File: config.mk
export PLATFORM = sky130hd
export DESIGN_NAME = profile_segment_split_z_map
export DESIGN_NICKNAME = d
export VERILOG_FILES = /design/src/design/psz_pkg.sv /design/src/design/profile_segment_split_z_map.sv /design/src/design/psz_muldiv.sv /design/src/design/psz_datapath.sv /design/src/design/psz_ctrl.sv
export SDC_FILE = /design/constraint.sdc
export NUM_CORES = 2
export LEC_CHECK = 0
export BUFFER_PORTS_ARGS = -buffer_cell sky130_fd_sc_hd__clkbuf_2
export CORE_MARGIN = 2
export CORE_UTILIZATION = 57
export CTS_CLUSTER_SIZE = 16
export DETAILED_ROUTE_END_ITERATION = 7
export HOLD_SLACK_MARGIN = 0.08
export PLACE_DENSITY = 0.75
export SETUP_SLACK_MARGIN = 0.4
export SLEW_MARGIN = 15
export SYNTH_ARGS = -nofsm -noshare
export SYNTH_HDL_FRONTEND = slang
export SYNTH_SLANG_ARGS = --single-unit
export TNS_END_PERCENT = 5
File: constraint.sdc
create_clock -name clock -period 9.8 [get_ports clock]
set_clock_uncertainty 0.2 [all_clocks]
set_input_delay 1.47 -clock clock [delete_from_list [all_inputs] [get_ports clock]]
set_output_delay 1.47 -clock clock [all_outputs]
set_load 0.02 [all_outputs]
File: src/design/psz_pkg.sv
// Shared constants and controller/datapath interface types for the profile segment splitter.
`timescale 1ns / 1ps

package psz_pkg;

   localparam int PROFILE_DEPTH_DEFAULT = 16;
   localparam int COORD_BITS_DEFAULT    = 32;
   localparam int CSR_W                 = 5;
   localparam int INDEX_W               = 4;
   localparam logic [CSR_W-1:0] CSR_RESET = 5'd2;

   // Commands from controller to datapath
   typedef struct packed {
      logic take_req;
      logic cur_from_prev;
      logic cur_from_new;
      logic save_prev;
      logic clear_prev;
      logic idx_zero;
      logic idx_last;
      logic idx_inc;
      logic idx_dec;
      logic scan_cap;
      logic z_flat;
      logic md_region;
      logic md_cross;
      logic z_from_md;
      logic cross_take;
      logic emit;
      logic flush;
   } cmd_type;

   // Status from datapath to controller
   typedef struct packed {
      logic have_prev;
      logic new_end;
      logic pend_valid;
      logic out_free;
      logic idx_is_zero;
      logic idx_is_last;
      logic region_stop;
      logic flat;
      logic up;
      logic cross_hit;
      logic md_done;
   } sts_type;

endpackage

File: src/design/profile_segment_split_z_map.sv
// Top level of the profile segment splitter with height mapping.
`timescale 1ns / 1ps

// A profile load word does not hold the block: it is ready again the next
// cycle. A path word is worked on alone: for every word it sends out, the
// block scans the profile store entry by entry (read, capture, check) to
// find the height region, then runs the shared multiply-divide unit unless
// the region is flat; each break point also costs a crossing scan (read,
// check per entry) and one more multiply-divide pass. A path word thus
// costs least when its first point is only held and most when its segment
// crosses every profile entry, set by the bit-serial multiply-divide unit
// and the single read port of the profile store. A finished word waits in a
// pending register until the next word or the flush moves it to the output
// register, so a stalled result side holds only the next word that must be
// staged behind it.

module profile_segment_split_z_map #(
   parameter int PROFILE_DEPTH = psz_pkg::PROFILE_DEPTH_DEFAULT,
   parameter int COORD_BITS    = psz_pkg::COORD_BITS_DEFAULT
) (
   input  logic                         clock,
   input  logic                         reset,
   // request words
   input  logic                         req_valid,
   output logic                         req_stall,
   input  logic                         req_type,
   input  logic [psz_pkg::INDEX_W-1:0]  req_profile_index,
   input  logic signed [COORD_BITS-1:0] req_coord_x,
   input  logic signed [COORD_BITS-1:0] req_coord_y,
   input  logic                         req_path_end,
   // response words
   output logic                         rsp_valid,
   input  logic                         rsp_stall,
   output logic signed [COORD_BITS-1:0] rsp_out_x,
   output logic signed [COORD_BITS-1:0] rsp_out_y,
   output logic signed [COORD_BITS-1:0] rsp_out_z,
   output logic                         rsp_run_last,
   output logic                         rsp_path_done,
   // profile count register
   input  logic                         csr_write_en,
   input  logic [psz_pkg::CSR_W-1:0]    csr_write_data
);

   psz_pkg::cmd_type cmd;
   psz_pkg::sts_type sts;

   // Sequence the work; hold the request side while a path word is in flight
   psz_ctrl u_ctrl (
      .clock     (clock),
      .reset     (reset),
      .req_valid (req_valid),
      .req_type  (req_type),
      .req_stall (req_stall),
      .cmd       (cmd),
      .sts       (sts)
   );

   // Store, arithmetic and the response register
   psz_datapath #(
      .DEPTH (PROFILE_DEPTH),
      .W     (COORD_BITS)
   ) u_datapath (
      .clock             (clock),
      .reset             (reset),
      .cmd               (cmd),
      .sts               (sts),
      .req_type          (req_type),
      .req_profile_index (req_profile_index),
      .req_coord_x       (req_coord_x),
      .req_coord_y       (req_coord_y),
      .req_path_end      (req_path_end),
      .csr_write_en      (csr_write_en),
      .csr_write_data    (csr_write_data),
      .rsp_valid         (rsp_valid),
      .rsp_stall         (rsp_stall),
      .rsp_out_x         (rsp_out_x),
      .rsp_out_y         (rsp_out_y),
      .rsp_out_z         (rsp_out_z),
      .rsp_run_last      (rsp_run_last),
      .rsp_path_done     (rsp_path_done)
   );

   // The final point of a path always closes its word's run
   a_done_is_last: assert property (@(posedge clock) disable iff (reset)
      rsp_valid |-> (!rsp_path_done || rsp_run_last))
      else $error("path_done without run_last");

   // A path word occupies the block in the following cycle
   a_path_busy: assert property (@(posedge clock) disable iff (reset)
      (req_valid && !req_stall && req_type) |=> req_stall)
      else $error("path word did not occupy the block");

   // A profile load leaves the block ready in the following cycle
   a_load_quick: assert property (@(posedge clock) disable iff (reset)
      (req_valid && !req_stall && !req_type) |=> !req_stall)
      else $error("profile load held the block");

endmodule

File: src/design/psz_muldiv.sv
// Sequential multiply-then-divide unit: base + trunc(num*dx/den), saturated.
`timescale 1ns / 1ps

module psz_muldiv #(
   parameter int W = psz_pkg::COORD_BITS_DEFAULT
) (
   input  logic                clock,
   input  logic                reset,
   input  logic                start,
   input  logic signed [W-1:0] base,
   input  logic signed [W:0]   num,
   input  logic signed [W:0]   dx,
   input  logic signed [W:0]   den,
   output logic                done,
   output logic signed [W-1:0] result
);

   localparam int PW   = 2 * W + 2;
   localparam int CNTW = $clog2(PW);

   localparam logic [1:0] P_IDLE = 2'd0;
   localparam logic [1:0] P_MUL  = 2'd1;
   localparam logic [1:0] P_DIV  = 2'd2;
   localparam logic [1:0] P_FIN  = 2'd3;

   logic [1:0]        phase_ff, phase_in;
   logic [CNTW-1:0]   cnt_ff, cnt_in;
   logic [PW-1:0]     mcand_ff, mcand_in;
   logic [W:0]        mplier_ff, mplier_in;
   logic [PW-1:0]     acc_ff, acc_in;
   logic [W:0]        rem_ff, rem_in;
   logic [W:0]        den_ff, den_in;
   logic              neg_ff, neg_in;
   logic signed [W-1:0] base_ff, base_in;
   logic signed [W-1:0] res_ff, res_in;
   logic              done_ff, done_in;

   logic [W+1:0]      r2;
   logic              ge;
   logic [W+1:0]      r2_sub;
   logic              big;
   logic signed [W+1:0] sum;
   logic signed [W+1:0] sat_max;
   logic signed [W+1:0] sat_min;

   function automatic logic [W:0] mag(input logic signed [W:0] v);
      mag = v[W] ? (~v + 1'b1) : v;
   endfunction

   assign sat_max = {3'b000, {(W-1){1'b1}}};
   assign sat_min = {3'b111, {(W-1){1'b0}}};

   always_comb begin
      r2     = {rem_ff, acc_ff[PW-1]};
      ge     = r2 >= {1'b0, den_ff};
      r2_sub = r2 - {1'b0, den_ff};
      big    = |acc_ff[PW-1:W];
      if (neg_ff) begin
         sum = {{2{base_ff[W-1]}}, base_ff} - {2'b00, acc_ff[W-1:0]};
      end else begin
         sum = {{2{base_ff[W-1]}}, base_ff} + {2'b00, acc_ff[W-1:0]};
      end
   end

   always_comb begin
      phase_in  = phase_ff;
      cnt_in    = cnt_ff;
      mcand_in  = mcand_ff;
      mplier_in = mplier_ff;
      acc_in    = acc_ff;
      rem_in    = rem_ff;
      den_in    = den_ff;
      neg_in    = neg_ff;
      base_in   = base_ff;
      res_in    = res_ff;
      done_in   = 1'b0;
      case (phase_ff)
         P_IDLE: begin
            if (start) begin
               mcand_in  = PW'(mag(num));
               mplier_in = mag(dx);
               den_in    = mag(den);
               neg_in    = (num[W] ^ dx[W]) ^ den[W];
               base_in   = base;
               acc_in    = '0;
               cnt_in    = '0;
               phase_in  = P_MUL;
            end
         end
         P_MUL: begin
            if (mplier_ff[0]) begin
               acc_in = acc_ff + mcand_ff;
            end
            mcand_in  = {mcand_ff[PW-2:0], 1'b0};
            mplier_in = {1'b0, mplier_ff[W:1]};
            cnt_in    = cnt_ff + 1'b1;
            if (cnt_ff == CNTW'(W)) begin
               cnt_in   = '0;
               rem_in   = '0;
               phase_in = P_DIV;
            end
         end
         P_DIV: begin
            rem_in = ge ? r2_sub[W:0] : r2[W:0];
            acc_in = {acc_ff[PW-2:0], ge};
            cnt_in = cnt_ff + 1'b1;
            if (cnt_ff == CNTW'(PW - 1)) begin
               phase_in = P_FIN;
            end
         end
         P_FIN: begin
            if (big) begin
               res_in = neg_ff ? sat_min[W-1:0] : sat_max[W-1:0];
            end else if (sum > sat_max) begin
               res_in = sat_max[W-1:0];
            end else if (sum < sat_min) begin
               res_in = sat_min[W-1:0];
            end else begin
               res_in = sum[W-1:0];
            end
            done_in  = 1'b1;
            phase_in = P_IDLE;
         end
         default: begin
            phase_in = P_IDLE;
         end
      endcase
   end

   always_ff @(posedge clock) begin
      if (reset) begin
         phase_ff <= P_IDLE;
         done_ff  <= 1'b0;
      end else begin
         phase_ff <= phase_in;
         done_ff  <= done_in;
      end
      cnt_ff    <= cnt_in;
      mcand_ff  <= mcand_in;
      mplier_ff <= mplier_in;
      acc_ff    <= acc_in;
      rem_ff    <= rem_in;
      den_ff    <= den_in;
      neg_ff    <= neg_in;
      base_ff   <= base_in;
      res_ff    <= res_in;
   end

   assign done   = done_ff;
   assign result = res_ff;

endmodule

File: src/design/psz_datapath.sv
// Datapath: profile store, path point registers, scan index, result staging.
`timescale 1ns / 1ps

module psz_datapath #(
   parameter int DEPTH = psz_pkg::PROFILE_DEPTH_DEFAULT,
   parameter int W     = psz_pkg::COORD_BITS_DEFAULT
) (
   input  logic                         clock,
   input  logic                         reset,
   input  psz_pkg::cmd_type             cmd,
   output psz_pkg::sts_type             sts,
   input  logic                         req_type,
   input  logic [psz_pkg::INDEX_W-1:0]  req_profile_index,
   input  logic signed [W-1:0]          req_coord_x,
   input  logic signed [W-1:0]          req_coord_y,
   input  logic                         req_path_end,
   input  logic                         csr_write_en,
   input  logic [psz_pkg::CSR_W-1:0]    csr_write_data,
   output logic                         rsp_valid,
   input  logic                         rsp_stall,
   output logic signed [W-1:0]          rsp_out_x,
   output logic signed [W-1:0]          rsp_out_y,
   output logic signed [W-1:0]          rsp_out_z,
   output logic                         rsp_run_last,
   output logic                         rsp_path_done
);

   localparam int IDX_W = $clog2(DEPTH);
   localparam int CW    = ($clog2(DEPTH + 1) > psz_pkg::CSR_W) ?
                          $clog2(DEPTH + 1) : psz_pkg::CSR_W;

   logic [psz_pkg::CSR_W-1:0] csr_ff;
   logic [CW-1:0]             csr_ext, n_clamp;
   logic [IDX_W-1:0]          n_last;

   logic signed [W-1:0] mem_x [DEPTH];
   logic signed [W-1:0] mem_y [DEPTH];
   logic signed [W-1:0] rd_x_ff, rd_y_ff;
   logic                wr_en;
   logic [IDX_W-1:0]    wr_addr;

   logic signed [W-1:0] new_x_ff, new_y_ff;
   logic                new_end_ff;
   logic signed [W-1:0] prev_x_ff, prev_y_ff;
   logic                have_prev_ff;
   logic signed [W-1:0] cur_x_ff, cur_y_ff;
   logic                cur_done_ff;
   logic [IDX_W-1:0]    idx_ff;
   logic signed [W-1:0] ea_x_ff, ea_y_ff, eb_x_ff, eb_y_ff;
   logic signed [W-1:0] cross_x_ff;
   logic signed [W-1:0] z_ff;

   logic signed [W-1:0] pend_x_ff, pend_y_ff, pend_z_ff;
   logic                pend_done_ff, pend_valid_ff;
   logic signed [W-1:0] out_x_ff, out_y_ff, out_z_ff;
   logic                out_last_ff, out_done_ff, out_valid_ff;
   logic                out_free;

   logic                md_start, md_done;
   logic signed [W-1:0] md_base, md_res;
   logic signed [W:0]   md_num, md_dx, md_den;

   function automatic logic signed [W:0] sub1(input logic signed [W-1:0] a,
                                              input logic signed [W-1:0] b);
      sub1 = {a[W-1], a} - {b[W-1], b};
   endfunction

   // Count clamp to the usable range of the store
   always_comb begin
      csr_ext = CW'(csr_ff);
      if (csr_ext < CW'(2)) begin
         n_clamp = CW'(2);
      end else if (csr_ext > CW'(DEPTH)) begin
         n_clamp = CW'(DEPTH);
      end else begin
         n_clamp = csr_ext;
      end
      n_last = IDX_W'(n_clamp - CW'(1));
   end

   always_ff @(posedge clock) begin
      if (reset) begin
         csr_ff <= psz_pkg::CSR_RESET;
      end else if (csr_write_en) begin
         csr_ff <= csr_write_data;
      end
   end

   assign wr_en   = cmd.take_req && !req_type && (32'(req_profile_index) < 32'(DEPTH));
   assign wr_addr = IDX_W'(req_profile_index);

   always_ff @(posedge clock) begin
      if (wr_en) begin
         mem_x[wr_addr] <= req_coord_x;
         mem_y[wr_addr] <= req_coord_y;
      end
      rd_x_ff <= mem_x[idx_ff];
      rd_y_ff <= mem_y[idx_ff];
   end

   // Multiply-divide operand selection
   always_comb begin
      md_start = cmd.md_region || cmd.md_cross;
      if (cmd.md_cross) begin
         md_base = cur_y_ff;
         md_num  = sub1(new_y_ff, cur_y_ff);
         md_dx   = sub1(rd_x_ff, cur_x_ff);
         md_den  = sub1(new_x_ff, cur_x_ff);
      end else begin
         md_base = ea_y_ff;
         md_num  = sub1(eb_y_ff, ea_y_ff);
         md_dx   = sub1(cur_x_ff, ea_x_ff);
         md_den  = sub1(eb_x_ff, ea_x_ff);
      end
   end

   psz_muldiv #(.W(W)) u_muldiv (
      .clock  (clock),
      .reset  (reset),
      .start  (md_start),
      .base   (md_base),
      .num    (md_num),
      .dx     (md_dx),
      .den    (md_den),
      .done   (md_done),
      .result (md_res)
   );

   always_ff @(posedge clock) begin
      if (reset) begin
         have_prev_ff <= 1'b0;
         prev_x_ff    <= '0;
         prev_y_ff    <= '0;
      end else if (cmd.save_prev) begin
         have_prev_ff <= 1'b1;
         prev_x_ff    <= new_x_ff;
         prev_y_ff    <= new_y_ff;
      end else if (cmd.clear_prev) begin
         have_prev_ff <= 1'b0;
      end
   end

   always_ff @(posedge clock) begin
      if (cmd.take_req) begin
         new_x_ff   <= req_coord_x;
         new_y_ff   <= req_coord_y;
         new_end_ff <= req_path_end;
      end
      if (cmd.cur_from_prev) begin
         cur_x_ff    <= prev_x_ff;
         cur_y_ff    <= prev_y_ff;
         cur_done_ff <= 1'b0;
      end else if (cmd.cur_from_new) begin
         cur_x_ff    <= new_x_ff;
         cur_y_ff    <= new_y_ff;
         cur_done_ff <= 1'b1;
      end else if (cmd.cross_take) begin
         cur_x_ff <= cross_x_ff;
         cur_y_ff <= md_res;
      end
      if (cmd.idx_zero) begin
         idx_ff <= '0;
      end else if (cmd.idx_last) begin
         idx_ff <= n_last;
      end else if (cmd.idx_inc) begin
         idx_ff <= idx_ff + 1'b1;
      end else if (cmd.idx_dec) begin
         idx_ff <= idx_ff - 1'b1;
      end
      if (cmd.scan_cap) begin
         ea_x_ff <= eb_x_ff;
         ea_y_ff <= eb_y_ff;
         eb_x_ff <= rd_x_ff;
         eb_y_ff <= rd_y_ff;
      end
      if (cmd.md_cross) begin
         cross_x_ff <= rd_x_ff;
      end
      if (cmd.z_flat) begin
         z_ff <= ea_y_ff;
      end else if (cmd.z_from_md) begin
         z_ff <= md_res;
      end
      if (cmd.emit) begin
         pend_x_ff    <= cur_x_ff;
         pend_y_ff    <= cur_y_ff;
         pend_z_ff    <= z_ff;
         pend_done_ff <= cur_done_ff;
      end
      if ((cmd.emit && pend_valid_ff) || cmd.flush) begin
         out_x_ff    <= pend_x_ff;
         out_y_ff    <= pend_y_ff;
         out_z_ff    <= pend_z_ff;
         out_done_ff <= pend_done_ff;
         out_last_ff <= cmd.flush;
      end
   end

   assign out_free = !out_valid_ff || !rsp_stall;

   always_ff @(posedge clock) begin
      if (reset) begin
         pend_valid_ff <= 1'b0;
         out_valid_ff  <= 1'b0;
      end else begin
         if (cmd.emit) begin
            pend_valid_ff <= 1'b1;
         end else if (cmd.flush) begin
            pend_valid_ff <= 1'b0;
         end
         if ((cmd.emit && pend_valid_ff) || cmd.flush) begin
            out_valid_ff <= 1'b1;
         end else if (!rsp_stall) begin
            out_valid_ff <= 1'b0;
         end
      end
   end

   always_comb begin
      sts.have_prev   = have_prev_ff;
      sts.new_end     = new_end_ff;
      sts.pend_valid  = pend_valid_ff;
      sts.out_free    = out_free;
      sts.idx_is_zero = (idx_ff == '0);
      sts.idx_is_last = (idx_ff == n_last);
      sts.region_stop = ((ea_x_ff <= cur_x_ff) && (cur_x_ff < eb_x_ff)) || (idx_ff == n_last);
      sts.flat        = (ea_y_ff == eb_y_ff) || (ea_x_ff == eb_x_ff);
      sts.up          = cur_x_ff < new_x_ff;
      sts.cross_hit   = (cur_x_ff < new_x_ff) ?
                        ((cur_x_ff < rd_x_ff) && (rd_x_ff < new_x_ff)) :
                        ((new_x_ff < rd_x_ff) && (rd_x_ff < cur_x_ff));
      sts.md_done     = md_done;
   end

   assign rsp_valid     = out_valid_ff;
   assign rsp_out_x     = out_x_ff;
   assign rsp_out_y     = out_y_ff;
   assign rsp_out_z     = out_z_ff;
   assign rsp_run_last  = out_last_ff;
   assign rsp_path_done = out_done_ff;

endmodule

File: src/design/psz_ctrl.sv
// Controller: sequences region scans, crossing searches and result staging.
`timescale 1ns / 1ps

module psz_ctrl (
   input  logic             clock,
   input  logic             reset,
   input  logic             req_valid,
   input  logic             req_type,
   output logic             req_stall,
   output psz_pkg::cmd_type cmd,
   input  psz_pkg::sts_type sts
);

   localparam logic [3:0] S_IDLE   = 4'd0;
   localparam logic [3:0] S_PATH   = 4'd1;
   localparam logic [3:0] S_HSTART = 4'd2;
   localparam logic [3:0] S_HRD    = 4'd3;
   localparam logic [3:0] S_HCAP   = 4'd4;
   localparam logic [3:0] S_HCHK   = 4'd5;
   localparam logic [3:0] S_HCALC  = 4'd6;
   localparam logic [3:0] S_HWAIT  = 4'd7;
   localparam logic [3:0] S_EMIT   = 4'd8;
   localparam logic [3:0] S_CSTART = 4'd9;
   localparam logic [3:0] S_CRD    = 4'd10;
   localparam logic [3:0] S_CCHK   = 4'd11;
   localparam logic [3:0] S_CWAIT  = 4'd12;
   localparam logic [3:0] S_FIN    = 4'd13;
   localparam logic [3:0] S_FLUSH  = 4'd14;

   localparam logic RET_SEG = 1'b0;
   localparam logic RET_END = 1'b1;

   logic [3:0] state_ff, state_in;
   logic       ret_ff, ret_in;

   assign req_stall = (state_ff != S_IDLE);

   always_comb begin
      state_in = state_ff;
      ret_in   = ret_ff;
      cmd      = '0;
      case (state_ff)
         S_IDLE: begin
            if (req_valid) begin
               cmd.take_req = 1'b1;
               if (req_type) begin
                  state_in = S_PATH;
               end
            end
         end
         S_PATH: begin
            if (sts.have_prev) begin
               cmd.cur_from_prev = 1'b1;
               ret_in            = RET_SEG;
               state_in          = S_HSTART;
            end else begin
               state_in = S_FIN;
            end
         end
         S_HSTART: begin
            cmd.idx_zero = 1'b1;
            state_in     = S_HRD;
         end
         S_HRD: begin
            state_in = S_HCAP;
         end
         S_HCAP: begin
            cmd.scan_cap = 1'b1;
            state_in     = S_HCHK;
         end
         S_HCHK: begin
            if (!sts.idx_is_zero && sts.region_stop) begin
               state_in = S_HCALC;
            end else begin
               cmd.idx_inc = 1'b1;
               state_in    = S_HRD;
            end
         end
         S_HCALC: begin
            if (sts.flat) begin
               cmd.z_flat = 1'b1;
               state_in   = S_EMIT;
            end else begin
               cmd.md_region = 1'b1;
               state_in      = S_HWAIT;
            end
         end
         S_HWAIT: begin
            if (sts.md_done) begin
               cmd.z_from_md = 1'b1;
               state_in      = S_EMIT;
            end
         end
         S_EMIT: begin
            if (!sts.pend_valid || sts.out_free) begin
               cmd.emit = 1'b1;
               state_in = (ret_ff == RET_SEG) ? S_CSTART : S_FLUSH;
            end
         end
         S_CSTART: begin
            if (sts.up) begin
               cmd.idx_zero = 1'b1;
            end else begin
               cmd.idx_last = 1'b1;
            end
            state_in = S_CRD;
         end
         S_CRD: begin
            state_in = S_CCHK;
         end
         S_CCHK: begin
            if (sts.cross_hit) begin
               cmd.md_cross = 1'b1;
               state_in     = S_CWAIT;
            end else if (sts.up ? sts.idx_is_last : sts.idx_is_zero) begin
               state_in = S_FIN;
            end else begin
               cmd.idx_inc = sts.up;
               cmd.idx_dec = !sts.up;
               state_in    = S_CRD;
            end
         end
         S_CWAIT: begin
            if (sts.md_done) begin
               cmd.cross_take = 1'b1;
               state_in       = S_HSTART;
            end
         end
         S_FIN: begin
            if (sts.new_end) begin
               cmd.cur_from_new = 1'b1;
               cmd.clear_prev   = 1'b1;
               ret_in           = RET_END;
               state_in         = S_HSTART;
            end else begin
               cmd.save_prev = 1'b1;
               state_in      = S_FLUSH;
            end
         end
         S_FLUSH: begin
            if (!sts.pend_valid) begin
               state_in = S_IDLE;
            end else if (sts.out_free) begin
               cmd.flush = 1'b1;
               state_in  = S_IDLE;
            end
         end
         default: begin
            state_in = S_IDLE;
         end
      endcase
   end

   always_ff @(posedge clock) begin
      if (reset) begin
         state_ff <= S_IDLE;
         ret_ff   <= RET_SEG;
      end else begin
         state_ff <= state_in;
         ret_ff   <= ret_in;
      end
   end

endmodule

==> results.toml <==
[floorplan]
row_count = 152
initial_core_util = 0.5734
dieWidth_microns = 419.2
die_area_sq_um = 175700
pin_count = 180
core_sq_um = 171400
die_y_microns = 419.2

[synth]
yosysTopAreaCellShare = 0.5633
synth.distinct_cells = 108
synth_edf_count = 1843
synthArstFlopShare = 0
netlist_area_sq_um = 98250
synth_top_area_cell = "edfxtp_1"
synth_area_per_cell_sq_um = 12.49
synth_cells = 7863
post-synth-top-count-cell = "edfxtp_1"
yosys-top-cells-count = "edfxtp_1, a21oi_1, nand2_1, o21ai_0, nor2_1"
ys_ff_latch = 1992
synth_seq_area_share = 0.5937
ys_warn_count = 0
syn_nets = 8354
synth_area_leaders = "edfxtp_1, ha_1, a21oi_1"
synth_ff_type = "edfxtp_1"

[sta]
slew_violations = 0
setup_viol = 0
setup_tns_ns = 0
hold_viol = 0
min_period_ns = 7.016
max_freq_mhz = 142.5
tightest_slew_ns = 1.406
rsz0062_at_grt = "false"
fin_crit_sh = 0.7159
setup_ws_ns = 2.784
slew_headroom = 0.05686

[setup_path]
cp.required_ns = 10.20
r2r-start = "u_datapath.cur_x_ff[7]"
cp.arrival_ns = 7.42
crit_path_start_kind = "register"
criticalPathCategory = "reg -> reg"
reg2regPathDepth = 22
reg2reg_slack_ns = 2.78
worstPathMaxFanout = 20
r2r_end = "u_datapath.u_muldiv.mplier_ff[30]"
setup.worst_path.end_class = "register"

[detailed_routing]
drt-wirelength-per-cell_microns = 26.27
first_pass_iters = 8
vias_per_cell = 6.381
antenna_left = 0
routed_wl_microns = 275800
vias = 67000
drt_iter0_drc = 8261
drc = 2

[clock_tree]
post_cts_resize_count = 0
hold_buffers = 0
worstSkewPairLatency_ns = 0.88
clkTransAtPathRegs_ns = 0.06
cts_setup_buffers = 0
cts_tree = "yes"
cts_sinks = 1992
cts-root-buf = "clkbuf_16"
numCtsBuffers = 198
clockBufferDepth = 3
htree_levels = 4

[run_status]
run_status = "finished with violations"
violations = "design-rule violations"

[place]
dp_slack_ns = 2.781
placed_area_sq_um = 101700
detailed_place_hpwl_microns = 188000
portBuffers = 179
place_congestion = 0.9965

[worst_hold_path]
holdPathEnd = "u_datapath.rsp_out_y[1]"
holdPathStages = 0
hold_start = "u_datapath.pend_y_ff[1]"
hold_path_class = "reg -> reg"

[final_layout]
fill_cells = 12700
layout-drive-gt1-share = 0.1192
fin_area_sq_um = 108800
regArea_sq_um = 58340
nets = 8493
multi_input_area_sq_um = 37520
syn_to_final_growth_pct = 10.70

[global_route]
grt_max_degree = 124
grt_pass1_vias = 64040
antenna_found_initial = 33
grt_overflow = 0
track_usage = 0.3108
grt_pass1_wl_microns = 407200

[pwr]
p_per_area_nw_per_um2 = 263.9
leakage_nw = 38.99
vdd_drop_max_mv = 0.1746

[job]
max_cap_violations = 0
[layer usage]
metal	vias up	routed length [microns]	GRT usage
met5	-	148	0
met4	24	8379	0.1013
met3	439	26190	0.05447
met2	3188	123500	0.4702
met1	33210	117600	0.4573
li1	30140	-	-
[cells in the final DEF, fill, tap and decap left out, drive strengths merged, types with 63 or more instances in the layout]
| cell type | Yosys | routed |
|---|---|---|
| edfxtp | 1843 | 1843 |
| a21oi | 612 | 612 |
| nand2 | 576 | 576 |
| o21ai | 502 | 502 |
| nor2 | 473 | 473 |
| clkbuf | 243 | 432 |
| ha | 401 | 401 |
| inv | 364 | 371 |
| mux2i | 281 | 281 |
| xnor2 | 230 | 230 |
| a21o | 199 | 199 |
| dfxtp | 149 | 149 |
| xor2 | 147 | 147 |
| mux4 | 128 | 128 |
| nor3 | 123 | 123 |
| mux2 | 112 | 112 |
| a22oi | 109 | 109 |
| nor2b | 109 | 109 |
| nand3 | 103 | 103 |
| and2 | 101 | 101 |
| buf | 86 | 90 |
| a221oi | 74 | 74 |
| a31oi | 67 | 67 |
| clkinv | 0 | 63 |
[power breakdown]
part / internal [mW] / switching, mW
Clock: 4.66 / 3.40
Combinational: 3.43 / 6.03
Sequential: 10.4 / 0.776
Total: 18.5 / 10.2
[worst max-delay path by stage]
| stage | start | end | slack [ns] |
|---|---|---|---|
| after global routing | u_datapath.cur_x_ff[7] | u_datapath.u_muldiv.mplier_ff[30] | 2.47 |
| final | u_datapath.cur_x_ff[7] | u_datapath.u_muldiv.mplier_ff[30] | 2.78 |
| after detailed placement | u_datapath.new_x_ff[31] | u_datapath.u_muldiv.mplier_ff[30] | 2.78 |
| after CTS | u_datapath.new_x_ff[31] | u_datapath.u_muldiv.mplier_ff[30] | 2.75 |
| after global placement | u_datapath.new_x_ff[31] | u_datapath.u_muldiv.mplier_ff[30] | 2.88 |
| after floorplan | u_datapath.cur_x_ff[1] | u_datapath.u_muldiv.mcand_ff[0] | 1.24 |
[registers in the layout, indices dropped and copies added (netlist names), 33 cells and up]
name,flops
u_datapath.mem_x,512
u_datapath.mem_y,512
u_datapath.u_muldiv.acc_ff,66
u_datapath.u_muldiv.den_ff,33
u_datapath.u_muldiv.mcand_ff,66
u_datapath.u_muldiv.mplier_ff,33
u_datapath.u_muldiv.rem_ff,33
[stage by stage]
step,cells,utilization,power [mW],hold WS (ns)
after CTS,10480,0.6344,28.58,0.1891
final,10500,0.6347,28.70,0.2039
after global routing,10490,0.6346,29.94,0.1980
after detailed placement,10110,0.5935,20.54,0.1895
after floorplan,7863,-,17.56,0.1855
after global placement,10110,0.5935,20.41,0.1863
[worst max-delay path, cell delays in order (launching register included)]
cell and delay (ns):
edfxtp_1 0.46, inv_1 0.11, ha_1 0.54, nand3_1 0.22, a41oi_1 0.57, and3_1 0.39
o211ai_1 0.20, and4_1 0.29, a22oi_4 0.41, buf_4 0.35, mux2i_1 0.28, ha_1 0.23
nand2_1 0.06, a21oi_1 0.21, and3_1 0.23, nand3b_1 0.15, or3b_1 0.46, nor3_2 0.20
nor2_1 0.10, o32a_1 0.39, or4_1 0.43, mux2i_1 0.14, o211a_1 0.13
[logic make-up after synthesis]
kind of cell / count (synthesis) / synth area share
and+or+nand+nor: 1872 / 0.09271
adders and majority gates: 411 / 0.05311
DFF: 1992 / 0.5937
muxes: 521 / 0.07081
xor gates and xnor gates: 377 / 0.03368
buffers and inverters: 693 / 0.02721
AOI/OAI and AO/OA: 1997 / 0.1288
[final cells by class]
cell class	instances	area share
clock buffers	254	0.04935
repair buffers	268	0.01463
clock inverters	118	0.01501
diodes	15	0.0003451
inverters	364	0.01267
well taps	2310	0.02657
multi-input cells	5178	0.3450
flip-flops and latches	1992	0.5364
(Power assumes the default switching activity.)
